## config.mk

```make
export PLATFORM = sky130hd
export DESIGN_NAME = ipv4_prefix_whitelist_match
export DESIGN_NICKNAME = d
export VERILOG_FILES = /design/src/hw/rtl/ipwl_pkg.sv /design/src/hw/rtl/ipwl_table.sv /design/src/hw/rtl/ipwl_cmp.sv /design/src/hw/rtl/ipv4_prefix_whitelist_match.sv
export VERILOG_INCLUDE_DIRS = /design/src /design/src/hw/rtl
export SDC_FILE = /design/constraint.sdc
export NUM_CORES = 1
export LEC_CHECK = 0
export BUFFER_PORTS_ARGS = -buffer_cell sky130_fd_sc_hd__buf_4
export CORE_MARGIN = 2
export CORE_UTILIZATION = 61
export CTS_BUF_LIST = sky130_fd_sc_hd__clkbuf_8
export DETAILED_ROUTE_END_ITERATION = 10
export GPL_TIMING_DRIVEN = 0
export PLACE_DENSITY_LB_ADDON = 0.3
export SYNTH_ARGS = -nofsm -noshare
export SYNTH_HDL_FRONTEND = slang
export SYNTH_SLANG_ARGS = --single-unit
```

## constraint.sdc

```tcl
create_clock -name clk_i -period 4.8 [get_ports clk_i]
set_input_delay 0.96 -clock clk_i [delete_from_list [all_inputs] [get_ports clk_i]]
set_output_delay 0.96 -clock clk_i [all_outputs]
set_load 0.02 [all_outputs]
```

## src/hw/rtl/ipv4_prefix_whitelist_match_macros.svh

```systemverilog
// Assertion helpers shared by the whitelist RTL.
// Both expect clk_i and rst_ni in the enclosing scope.
`ifndef IPV4_PREFIX_WHITELIST_MATCH_MACROS_SVH
`define IPV4_PREFIX_WHITELIST_MATCH_MACROS_SVH

// Property checked on every rising clock edge, off while in reset.
`define IPWL_ASSERT(lbl, prop, msg) \
  lbl: assert property (@(posedge clk_i) disable iff (!rst_ni) (prop)) else $error(msg);

// Condition that must never hold.
`define IPWL_ASSERT_NEVER(lbl, cond, msg) \
  `IPWL_ASSERT(lbl, !(cond), msg)

`endif

```

## src/hw/rtl/ipwl_pkg.sv

```systemverilog
package ipwl_pkg;

  // Table depth and derived widths
  localparam int unsigned MaxEntries = 8;
  localparam int unsigned CntW       = $clog2(MaxEntries + 1);
  localparam int unsigned IdxW       = (MaxEntries > 1) ? $clog2(MaxEntries) : 1;

  localparam int unsigned AddrW   = 32;
  localparam int unsigned PrefixW = 6;
  localparam int unsigned HeldW   = 4;

  // Longest meaningful prefix: exact host match
  localparam logic [PrefixW-1:0] PrefixMax = PrefixW'(AddrW);

  // Function codes
  typedef enum logic [1:0] {
    FnCheck  = 2'd0,
    FnAppend = 2'd1,
    FnClear  = 2'd2,
    FnNop    = 2'd3
  } func_e;

  // Input transaction
  typedef struct packed {
    func_e              func;
    logic [AddrW-1:0]   address;
    logic [PrefixW-1:0] prefix_len;
  } in_item_t;

  // Output transaction
  typedef struct packed {
    logic             allowed;
    logic             status;
    logic [HeldW-1:0] entries_held;
  } out_item_t;

  // One whitelist entry
  typedef struct packed {
    logic [AddrW-1:0]   network;
    logic [PrefixW-1:0] prefix;
  } entry_t;

  // Registered table read, tagged for the compare unit
  typedef struct packed {
    logic   vld;
    logic   last;
    entry_t entry;
  } rd_t;

  // Registered compare result
  typedef struct packed {
    logic vld;
    logic last;
    logic hit;
  } cmp_res_t;

  // Entry count reported in HeldW bits (masked)
  function automatic logic [HeldW-1:0] held_bits(input logic [CntW-1:0] cnt);
    logic [CntW+HeldW-1:0] ext;
    ext = {{HeldW{1'b0}}, cnt};
    return ext[HeldW-1:0];
  endfunction

endpackage

```

## src/hw/rtl/ipwl_table.sv

```systemverilog
module ipwl_table (
  input  logic                       clk_i,
  input  logic                       rst_ni,
  input  logic                       wr_en_i,
  input  logic [ipwl_pkg::IdxW-1:0]  wr_idx_i,
  input  ipwl_pkg::entry_t           wr_entry_i,
  input  logic                       rd_en_i,
  input  logic [ipwl_pkg::IdxW-1:0]  rd_idx_i,
  input  logic                       rd_last_i,
  output ipwl_pkg::rd_t              rd_o
);

  ipwl_pkg::entry_t mem [ipwl_pkg::MaxEntries];
  ipwl_pkg::entry_t rdata_q;
  logic             rvld_q;
  logic             rlast_q;

  // Entry storage, one write and one registered read per cycle
  always_ff @(posedge clk_i) begin
    if (wr_en_i) begin
      mem[wr_idx_i] <= wr_entry_i;
    end
    if (rd_en_i) begin
      rdata_q <= mem[rd_idx_i];
    end
  end

  // Read tag
  always_ff @(posedge clk_i or negedge rst_ni) begin
    if (!rst_ni) begin
      rvld_q  <= 1'b0;
      rlast_q <= 1'b0;
    end else begin
      rvld_q  <= rd_en_i;
      rlast_q <= rd_en_i & rd_last_i;
    end
  end

  assign rd_o.vld   = rvld_q;
  assign rd_o.last  = rlast_q;
  assign rd_o.entry = rdata_q;

endmodule

```

## src/hw/rtl/ipwl_cmp.sv

```systemverilog
module ipwl_cmp (
  input  logic                        clk_i,
  input  logic                        rst_ni,
  input  logic [ipwl_pkg::AddrW-1:0]  addr_i,
  input  ipwl_pkg::rd_t               rd_i,
  output ipwl_pkg::cmp_res_t          res_o
);

  logic [ipwl_pkg::AddrW-1:0]   mask;
  logic [ipwl_pkg::PrefixW-1:0] shamt;
  logic                         hit;
  ipwl_pkg::cmp_res_t           res_q;

  // Prefix mask: prefix 0 keeps no bits
  always_comb begin
    shamt = ipwl_pkg::PrefixMax - rd_i.entry.prefix;
    if (rd_i.entry.prefix == '0) begin
      mask = '0;
    end else begin
      mask = {ipwl_pkg::AddrW{1'b1}} << shamt;
    end
    hit = ((addr_i ^ rd_i.entry.network) & mask) == '0;
  end

  always_ff @(posedge clk_i or negedge rst_ni) begin
    if (!rst_ni) begin
      res_q <= '0;
    end else begin
      res_q.vld  <= rd_i.vld;
      res_q.last <= rd_i.last;
      res_q.hit  <= hit;
    end
  end

  assign res_o = res_q;

endmodule

```

## src/hw/rtl/ipv4_prefix_whitelist_match.sv

```systemverilog
// IPv4 prefix whitelist: holds up to ipwl_pkg::MaxEntries (network, prefix) entries.
// func check answers allowed when the list is empty or any entry matches the
// address in its leading prefix bits; append adds one entry (status 1 and no
// change when the table is full; prefixes above 32 are stored as 32); clear
// empties the list. Every transaction gives exactly one result carrying the
// count after it. Input is taken only while idle. Append, clear, an unused code
// and a check on an empty list go from idle straight to the result state; a
// check on a non-empty list first walks the table, comparing its entries.
// The walk stops on the first match; its speed is set by the single table
// read port and the one shared mask-and-compare unit, one entry per cycle.
// A waiting output stall holds the block in its result state.
`include "ipv4_prefix_whitelist_match_macros.svh"

module ipv4_prefix_whitelist_match (
  input  logic                 clk_i,
  input  logic                 rst_ni,
  input  logic                 in_valid_i,
  output logic                 in_stall_o,
  input  ipwl_pkg::in_item_t   in_data_i,
  output logic                 out_valid_o,
  input  logic                 out_stall_i,
  output ipwl_pkg::out_item_t  out_data_o
);

  typedef enum logic [1:0] {
    S_IDLE,
    S_WALK,
    S_DONE
  } state_e;

  state_e                        state_q, state_d;
  logic [ipwl_pkg::CntW-1:0]     cnt_q, cnt_d;
  logic [ipwl_pkg::CntW-1:0]     rd_cnt_q, rd_cnt_d;
  logic [ipwl_pkg::AddrW-1:0]    addr_q, addr_d;
  logic                          res_allowed_q, res_allowed_d;
  logic                          res_status_q, res_status_d;
  logic                          out_valid_q, out_valid_d;
  ipwl_pkg::out_item_t           out_data_q, out_data_d;

  logic                          in_acc;
  logic                          issue;
  logic                          rd_last;
  logic                          wr_en;
  ipwl_pkg::entry_t              wr_entry;
  ipwl_pkg::rd_t                 rd;
  ipwl_pkg::rd_t                 cmp_in;
  ipwl_pkg::cmp_res_t            cmp_res;

  assign in_stall_o = (state_q != S_IDLE);
  assign in_acc     = in_valid_i && (state_q == S_IDLE);

  // Table walk: one read per cycle until the count is reached
  assign issue   = (state_q == S_WALK) && (rd_cnt_q < cnt_q);
  assign rd_last = (rd_cnt_q + ipwl_pkg::CntW'(1)) == cnt_q;

  // Append write, prefix saturated to a host match
  assign wr_entry.network = in_data_i.address;
  assign wr_entry.prefix  = (in_data_i.prefix_len > ipwl_pkg::PrefixMax) ?
                            ipwl_pkg::PrefixMax : in_data_i.prefix_len;
  assign wr_en = in_acc && (in_data_i.func == ipwl_pkg::FnAppend) &&
                 (cnt_q < ipwl_pkg::CntW'(ipwl_pkg::MaxEntries));

  ipwl_table u_table (
    .clk_i      (clk_i),
    .rst_ni     (rst_ni),
    .wr_en_i    (wr_en),
    .wr_idx_i   (cnt_q[ipwl_pkg::IdxW-1:0]),
    .wr_entry_i (wr_entry),
    .rd_en_i    (issue),
    .rd_idx_i   (rd_cnt_q[ipwl_pkg::IdxW-1:0]),
    .rd_last_i  (rd_last),
    .rd_o       (rd)
  );

  // Reads still in flight after a walk ends are dropped here
  always_comb begin
    cmp_in     = rd;
    cmp_in.vld = rd.vld && (state_q == S_WALK);
  end

  ipwl_cmp u_cmp (
    .clk_i  (clk_i),
    .rst_ni (rst_ni),
    .addr_i (addr_q),
    .rd_i   (cmp_in),
    .res_o  (cmp_res)
  );

  // Sequencer next state
  always_comb begin
    state_d       = state_q;
    cnt_d         = cnt_q;
    rd_cnt_d      = rd_cnt_q;
    addr_d        = addr_q;
    res_allowed_d = res_allowed_q;
    res_status_d  = res_status_q;
    out_valid_d   = out_valid_q && out_stall_i;
    out_data_d    = out_data_q;

    case (state_q)
      S_IDLE: begin
        if (in_valid_i) begin
          res_allowed_d = 1'b0;
          res_status_d  = 1'b0;
          state_d       = S_DONE;
          case (in_data_i.func)
            ipwl_pkg::FnCheck: begin
              addr_d   = in_data_i.address;
              rd_cnt_d = '0;
              if (cnt_q == '0) begin
                res_allowed_d = 1'b1;
              end else begin
                state_d = S_WALK;
              end
            end
            ipwl_pkg::FnAppend: begin
              if (cnt_q < ipwl_pkg::CntW'(ipwl_pkg::MaxEntries)) begin
                cnt_d = cnt_q + ipwl_pkg::CntW'(1);
              end else begin
                res_status_d = 1'b1;
              end
            end
            ipwl_pkg::FnClear: begin
              cnt_d = '0;
            end
            default: begin
            end
          endcase
        end
      end
      S_WALK: begin
        if (issue) begin
          rd_cnt_d = rd_cnt_q + ipwl_pkg::CntW'(1);
        end
        if (cmp_res.vld && (cmp_res.hit || cmp_res.last)) begin
          res_allowed_d = cmp_res.hit;
          state_d       = S_DONE;
        end
      end
      S_DONE: begin
        if (!out_valid_q || !out_stall_i) begin
          out_valid_d             = 1'b1;
          out_data_d.allowed      = res_allowed_q;
          out_data_d.status       = res_status_q;
          out_data_d.entries_held = ipwl_pkg::held_bits(cnt_q);
          state_d                 = S_IDLE;
        end
      end
      default: begin
        state_d = S_IDLE;
      end
    endcase
  end

  // State and registered outputs
  always_ff @(posedge clk_i or negedge rst_ni) begin
    if (!rst_ni) begin
      state_q       <= S_IDLE;
      cnt_q         <= '0;
      rd_cnt_q      <= '0;
      addr_q        <= '0;
      res_allowed_q <= 1'b0;
      res_status_q  <= 1'b0;
      out_valid_q   <= 1'b0;
      out_data_q    <= '0;
    end else begin
      state_q       <= state_d;
      cnt_q         <= cnt_d;
      rd_cnt_q      <= rd_cnt_d;
      addr_q        <= addr_d;
      res_allowed_q <= res_allowed_d;
      res_status_q  <= res_status_d;
      out_valid_q   <= out_valid_d;
      out_data_q    <= out_data_d;
    end
  end

  assign out_valid_o = out_valid_q;
  assign out_data_o  = out_data_q;

  // Checks
  `IPWL_ASSERT_NEVER(a_cnt_range, cnt_q > ipwl_pkg::CntW'(ipwl_pkg::MaxEntries), "entry count above table depth")
  `IPWL_ASSERT_NEVER(a_rd_in_range, issue && (rd_cnt_q >= cnt_q), "table read beyond held entries")
  `IPWL_ASSERT(a_full_keeps_cnt, (in_acc && (in_data_i.func == ipwl_pkg::FnAppend) && (cnt_q == ipwl_pkg::CntW'(ipwl_pkg::MaxEntries))) |=> ($stable(cnt_q) && res_status_q), "full append changed the count")
  `IPWL_ASSERT(a_empty_allows, (in_acc && (in_data_i.func == ipwl_pkg::FnCheck) && (cnt_q == '0)) |=> ((state_q == S_DONE) && res_allowed_q), "empty list must allow")
  `IPWL_ASSERT_NEVER(a_walk_nonempty, (state_q == S_WALK) && (cnt_q == '0), "walk over an empty table")

endmodule

```

* Word-level counts from Yosys, hierarchy flattened *
Memory sizes are Yosys's and may differ from the RTL's. A register that Yosys moved wholly into a read port is not among the register bits.
Index checks and enable logic that the tools add are counted.

storage, ports and cells
  bits in registers = 56
  bits in writable memories = 304
  bits of input ports = 44
  output and inout bits = 8
  memories kept = 1

memory list
  memory       words  width  read ports  clocked after Yosys merged registers in  wr ports  RTL line          RTL
  u_table.mem  8      38     1           1                                        1         ipwl_table.sv:13  ipwl_pkg::entry_t mem [ipwl_pkg::MaxEntries];

cells by class
  add/subtract/negate cells = 3
  $lt $le $gt $ge = 3
  equality and inequality tests = 11
  shifts and indexed selects = 1
  muxes and demuxes = 25
  bitwise logic cells = 3
  reductions and logical operators = 26

operator list
  operator                                              number
  AND 32 bit                                            1
  zero test 32 bit                                      1
  2-to-1 mux 32 bit                                     1
  left shift 32 x 6 -> 32 bit (first input constant)    1
  XOR 32 bit                                            1
  2-to-1 mux 4 bit                                      4
  case mux 4 bit (2 select lines)                       2
  2-to-1 mux 1 bit                                      10
  2-to-1 mux 2 bit                                      5
  AND reduction 3 bit                                   3
  adder 4 x 1 -> 4 bit (second input constant)          2
  != test 2 x 1 -> 1 bit (second input constant)        4
  AND reduction 4 bit                                   2
  logical AND 1 bit                                     7
  > comparator 6 bit (second input constant)            1
  zero test 6 bit                                       1
  2-to-1 mux 6 bit                                      1
  case mux 2 bit (3 select lines)                       1
  nonzero test 2 bit                                    3
  subtractor 6 bit (first input constant)               1
  equality test 2 x 1 -> 1 bit (second input constant)  2
  equality test 2 bit (second input constant)           2
  equality test 4 bit                                   1
  zero test 2 bit                                       2
  9 further kinds                                       13

* Depth between registers and ports, before layout *
  depth in word-level cells = 6
  gate-level depth with buffers = 11

* By module *
A second synthesis with hierarchy kept.

second synthesis, totals
  cell total of the unflattened synthesis = 814
  area, all modules = 16064.2 sq um

modules (own cells, without submodules)
  module                       times used  cells an instance  area an instance (sq um)  seq. area each (sq um)
  ipwl_table                   1           495                12660.9                   10319.9
  ipv4_prefix_whitelist_match  1           196                2479.9                    1276.2
  ipwl_cmp                     1           123                923.4                     75.1

* Worst setup path before layout *
OpenSTA, ideal clock, no wires.

  kind = input port to flip-flop
  start point = input port in_valid_i
  end point = memory u_table.mem[1][0] (netlist name), enable pin
  setup time = 480 ps
  arrival = 4371 ps
  data required time = 4320 ps
  slack = -51 ps
  stages = 5
  buffers on the path = 0
  cells stage by stage = nor2b_1 -> nand2b_1 -> nor3_1 -> nand3_1 -> nor3_1

on the way
  word-level cells in the longest chain between the ends = 5

ends and longest elaborated chain
  item                                    RTL line                           RTL
  start, declared                         ipv4_prefix_whitelist_match.sv:17  input logic in_valid_i,
  logical AND 1 bit                       ipv4_prefix_whitelist_match.sv:50  assign in_acc = in_valid_i && (state_q == S_IDLE);
  logical AND 1 bit (2 in a row)          ipv4_prefix_whitelist_match.sv:60  assign wr_en = in_acc && (in_data_i.func == ipwl_pkg::FnAppend) &&
  2-to-1 mux 1 bit                        ipwl_table.sv:20                   if (wr_en_i) begin
  2-to-1 mux 1 bit (implied by the code)  ipwl_table.sv:21                   mem[wr_idx_i] <= wr_entry_i;
  end, declared                           ipwl_table.sv:13

Every way passes these cells.

* Worst setup path after layout *
  start point = register cnt_q[1] (netlist name)
  end point = register, netlist name u_table.rd_o[15]

on the way
  word-level cells in the longest chain between the ends = 2

ends and longest elaborated chain
  item                    RTL line                            RTL
  start, declared         ipv4_prefix_whitelist_match.sv:32   logic [ipwl_pkg::CntW-1:0] cnt_q, cnt_d;
  start signal, assigned  ipv4_prefix_whitelist_match.sv:168  cnt_q <= cnt_d;
  < comparator 4 bit      ipv4_prefix_whitelist_match.sv:53   assign issue = (state_q == S_WALK) && (rd_cnt_q < cnt_q);
  logical AND 1 bit       ipv4_prefix_whitelist_match.sv:53
  named net issue         ipv4_prefix_whitelist_match.sv:41   logic issue;

The timed path passes the listed nets, and every way through them passes these cells.
A chain may end at the register's enable or synchronous reset.

==> metrics list <==
* Run status: finished clean
- After clock tree synthesis, the setup repair step added 0 buffers.
* Unrepaired setup endpoints after global routing: no
- After detailed routing, the total wire length is 32000 um.
- In the synthesized netlist the async set-or-reset flop fraction comes to 14.1%.
- Launching instance or port of the critical path: cnt_q[1]
- For this design, the sink count on the clock tree is 398.
- Die area: 27400 um^2
- Total routing usage reported by global routing: 23.9%
- Yosys printed 0 warnings.
- Summing over every cut layer, the via total after detailed routing is 8162.
* Cell variety after synth: 62
- The die is 166 um tall.
- From left edge to right edge, the die measures 166 um.
* Leakage: 6.28 nW
- Violation count after the first detailed-routing iteration: 866
- H-Tree Level Count: 2
* Number of standard cells after synthesis: 810
- Of the cells placed in the final design, the portion with a size suffix greater than 1 is 34.4%.
- The mapped netlist covers 15900 um^2.
* Final Wtd Congestion: 0.941
- The critical path ends at u_table.rd_o[15].
- Hold_buf cts: 0
* Reg-to-reg startpoint: cnt_q[1]
- The synthesized design contains 398 register bits.
- Dividing the detail-routed wire length by the instance count gives 24.2 um.
- Critical path required time: 5.09 ns
- Number of standard-cell rows in the floorplan: 59
- Each instance of the synthesized netlist takes up on average 19.7 um^2.
- Effective utilization at floorplan: 61.7%
- At the end of the flow, the number of nets in the layout was 993.
- For this run, the leading register cell type out of synthesis is sky130_fd_sc_hd__edfxtp_1.
- The count of nets left with antenna violations once routing finished came out at 0.
- Total Power Consumption: 0.00999 W
- Kind of path behind the tightest hold check: flop to flop
* Cts bufs inserted: 58
- Launch point of the worst hold path: u_table.rlast_q
- Clk_lat worst skew: 0.61 ns
- VDD sags by at most 306 uV.
* Count of buffers from port buffering: 51
- Sequential cells burn 44.3% of the power.
* Final number of max-transition violations: 0
* Internal reg-to-reg setup slack: 1.54 ns
- Reg clk slew, reported paths: 0.06 ns
- Detailed-routing iteration count for the pre-antenna-repair pass: 5
- The worst register-to-register path has a depth of 9.
- The internal power of the cells totals 0.00696 W.
- The first global-routing pass estimated 49900 um of wire.
* Critical path startpoint category: flop
* Proportion of total power due to net switching: 30.4%
- Minimum period implied by the final worst setup slack: 3.26 ns
* Area of the core: 25800 um^2
- Share of power burned in the clock network: 25.9%
- Of all nets on the critical path, the largest fanout is 9.
- The via count of the first global-routing pass was 8623.
* Number of endpoints failing setup at the final stage: 0
* Area growth from synthesis to layout: 14.7%
- Overflow after GRT: 0
- Capturing element type of the critical path: flop
* Diode insertion count for antenna repair: 0
* TritonCTS clock tree: done
- Combinational power share: 29.9%
- Max-cap violations: 0
- For the pin with the worst max-slew slack, the measured transition is 0.916 ns.
* Antenna violations before repair: 0
* Clock tree root buffer cell: sky130_fd_sc_hd__clkbuf_8
- EDFF count, synth: 342
- In this run the deepest clock path goes through 3 buffers.
* Largest net degree at the start of global routing: 57
- Detailed placement HPWL: 20500 um
- For this run, design rule violations remaining after detail routing come to 0.
* Register area share after synthesis: 73.2%
- Pin placement for this block handled 52 I/O pins.
- Max-Slew Margin vs Limit: 38.8%
- Highest-count cells in the layout ignoring fill and taps: 342 x sky130_fd_sc_hd__edfxtp_1, 76 x sky130_fd_sc_hd__mux4_2, 73 x sky130_fd_sc_hd__mux2_2
- Min setup slack post-route: 1.54 ns
* Capturing point of the worst reg2reg path: u_table.rd_o[15]
- Using the TritonRoute via totals, the vias-per-cell ratio works out to 6.17.
* Commonest non-fill, non-tap cell in the layout: sky130_fd_sc_hd__edfxtp_1
- Crit share post-route: 67.9%
* Timing-limited maximum frequency: 0.307 GHz
- The hold violation total from the final report was 0.
- Crit path arrival time: 3.55 ns
* Post-cts gate resize count: 0
- Setup Skew: 0.0322 ns
- Worst slack after detailed placement: 1.11 ns
- Cell area power density: 547 nW/um^2
- Switching power of the nets: 0.00304 W
- Worst setup path class: flop to flop
- The number of nets handed over by synthesis was 865.
## layout make-up
type                            instances  area [um^2]
Multi-Input combinational cell        362         4100
Clock buffer                           68          936
Clock inverter                         42          208
Tap cell                              335          419
Sequential cell                       398        11700
Fill cell                            1556         7560
Buffer                                 37          186
Timing Repair Buffer                   68          716
Inverter                               13         48.8
## sequential cells by signal, indices dropped and copies added, names as in the netlist, 2 cells and up
register      count
out_data_o        6
state_q           2
u_table.mem     304
u_cmp.res_o       3
u_table.rd_o     38
cnt_q             4
rd_cnt_q          4
addr_q           32
## per-layer routing
| layer | part of all wire [%] | global-route usage, % |
|---|---|---|
| met2 | 51 | 39.8 |
| met5 | 0 | 0 |
| met3 | 6.3 | 3.80 |
| met1 | 41 | 33.6 |
| met4 | 2.3 | 6.69 |
## cells in the mapped netlist, types with 3 or more instances
| cell | number | area, um^2 |
|---|---|---|
| sky130_fd_sc_hd__a21oi_1 | 16 | 80.1 |
| sky130_fd_sc_hd__a22o_1 | 5 | 43.8 |
| sky130_fd_sc_hd__a22oi_1 | 3 | 22.5 |
| sky130_fd_sc_hd__a31oi_1 | 6 | 37.5 |
| sky130_fd_sc_hd__buf_2 | 14 | 70.1 |
| sky130_fd_sc_hd__buf_6 | 4 | 45.0 |
| sky130_fd_sc_hd__clkbuf_1 | 17 | 63.8 |
| sky130_fd_sc_hd__dfrtp_1 | 56 | 1400 |
| sky130_fd_sc_hd__edfxtp_1 | 342 | 10300 |
| sky130_fd_sc_hd__ha_1 | 11 | 138 |
| sky130_fd_sc_hd__inv_1 | 11 | 41.3 |
| sky130_fd_sc_hd__mux2_2 | 73 | 822 |
| sky130_fd_sc_hd__mux4_2 | 76 | 1710 |
| sky130_fd_sc_hd__nand2_1 | 17 | 63.8 |
| sky130_fd_sc_hd__nand2b_1 | 5 | 31.3 |
| sky130_fd_sc_hd__nand3_1 | 6 | 30.0 |
| sky130_fd_sc_hd__nor2_1 | 26 | 97.6 |
| sky130_fd_sc_hd__nor2b_1 | 7 | 43.8 |
| sky130_fd_sc_hd__nor3_1 | 7 | 35.0 |
| sky130_fd_sc_hd__o21ai_0 | 18 | 90.1 |
| sky130_fd_sc_hd__o22ai_1 | 3 | 18.8 |
| sky130_fd_sc_hd__o31ai_1 | 3 | 22.5 |
| sky130_fd_sc_hd__xnor2_1 | 21 | 184 |
| sky130_fd_sc_hd__xor2_1 | 17 | 149 |
## critical path, cell delays in order, from the launching register on
cell and delay, ns:
sky130_fd_sc_hd__dfrtp_1 0.39, sky130_fd_sc_hd__clkbuf_1 0.43, sky130_fd_sc_hd__inv_1 0.20, sky130_fd_sc_hd__ha_1 0.32
sky130_fd_sc_hd__nor2b_1 0.13, sky130_fd_sc_hd__o21ai_1 0.13, sky130_fd_sc_hd__nand2b_1 0.11, sky130_fd_sc_hd__a2111oi_4 0.80
sky130_fd_sc_hd__buf_6 0.26, sky130_fd_sc_hd__buf_6 0.18
## power groups by stage
stage	Sequential, W	Combinational, W	Clock, W
2_1_floorplan	0.00447	0.00211	0
5_1_grt	0.00446	0.00321	0.00278
4_1_cts	0.00442	0.00299	0.00262
3_3_place_gp	0.00447	0.00281	0
3_5_place_dp	0.00449	0.00297	0
6_report	0.00442	0.00299	0.00258
## worst min-delay path by stage
stage	to	slack [ns]	depth (start not counted)
2_1_floorplan	u_cmp.res_o[1]	0.33	0
3_3_place_gp	u_cmp.res_o[1]	0.34	0
3_5_place_dp	u_cmp.res_o[1]	0.34	0
4_1_cts	u_cmp.res_o[1]	0.36	0
5_1_grt	u_cmp.res_o[1]	0.36	0
6_report	u_cmp.res_o[1]	0.36	0
## cells by family (layout without fill, tap and decap cells)
| group | after synthesis | after routing | share of synthesized area [%] |
|---|---|---|---|
| adder cells (fa/ha/maj) | 11 | 11 | 0.864 |
| multiplexers | 151 | 151 | 16.0 |
| buffers and inverters | 50 | 228 | 1.48 |
| flip-flops | 398 | 398 | 73.2 |
| AND/OR/NAND/NOR | 84 | 84 | 2.70 |
| XOR/XNOR | 41 | 41 | 2.39 |
| AO/OA/AOI/OAI | 75 | 75 | 3.27 |
## through the flow
stage,util (%),cells,setup TNS [ns],cell area (um^2),hold WS [ns]
2_1_floorplan,-,810,0,15900,0.331
3_3_place_gp,64.8,1196,-278.49,16700,0.335
3_5_place_dp,66.3,1213,0,17100,0.343
4_1_cts,70.8,1323,0,18300,0.363
5_1_grt,70.8,1323,0,18300,0.362
6_report,70.8,1323,0,18300,0.360
No activity file was read; power rests on OpenSTA's default activity.
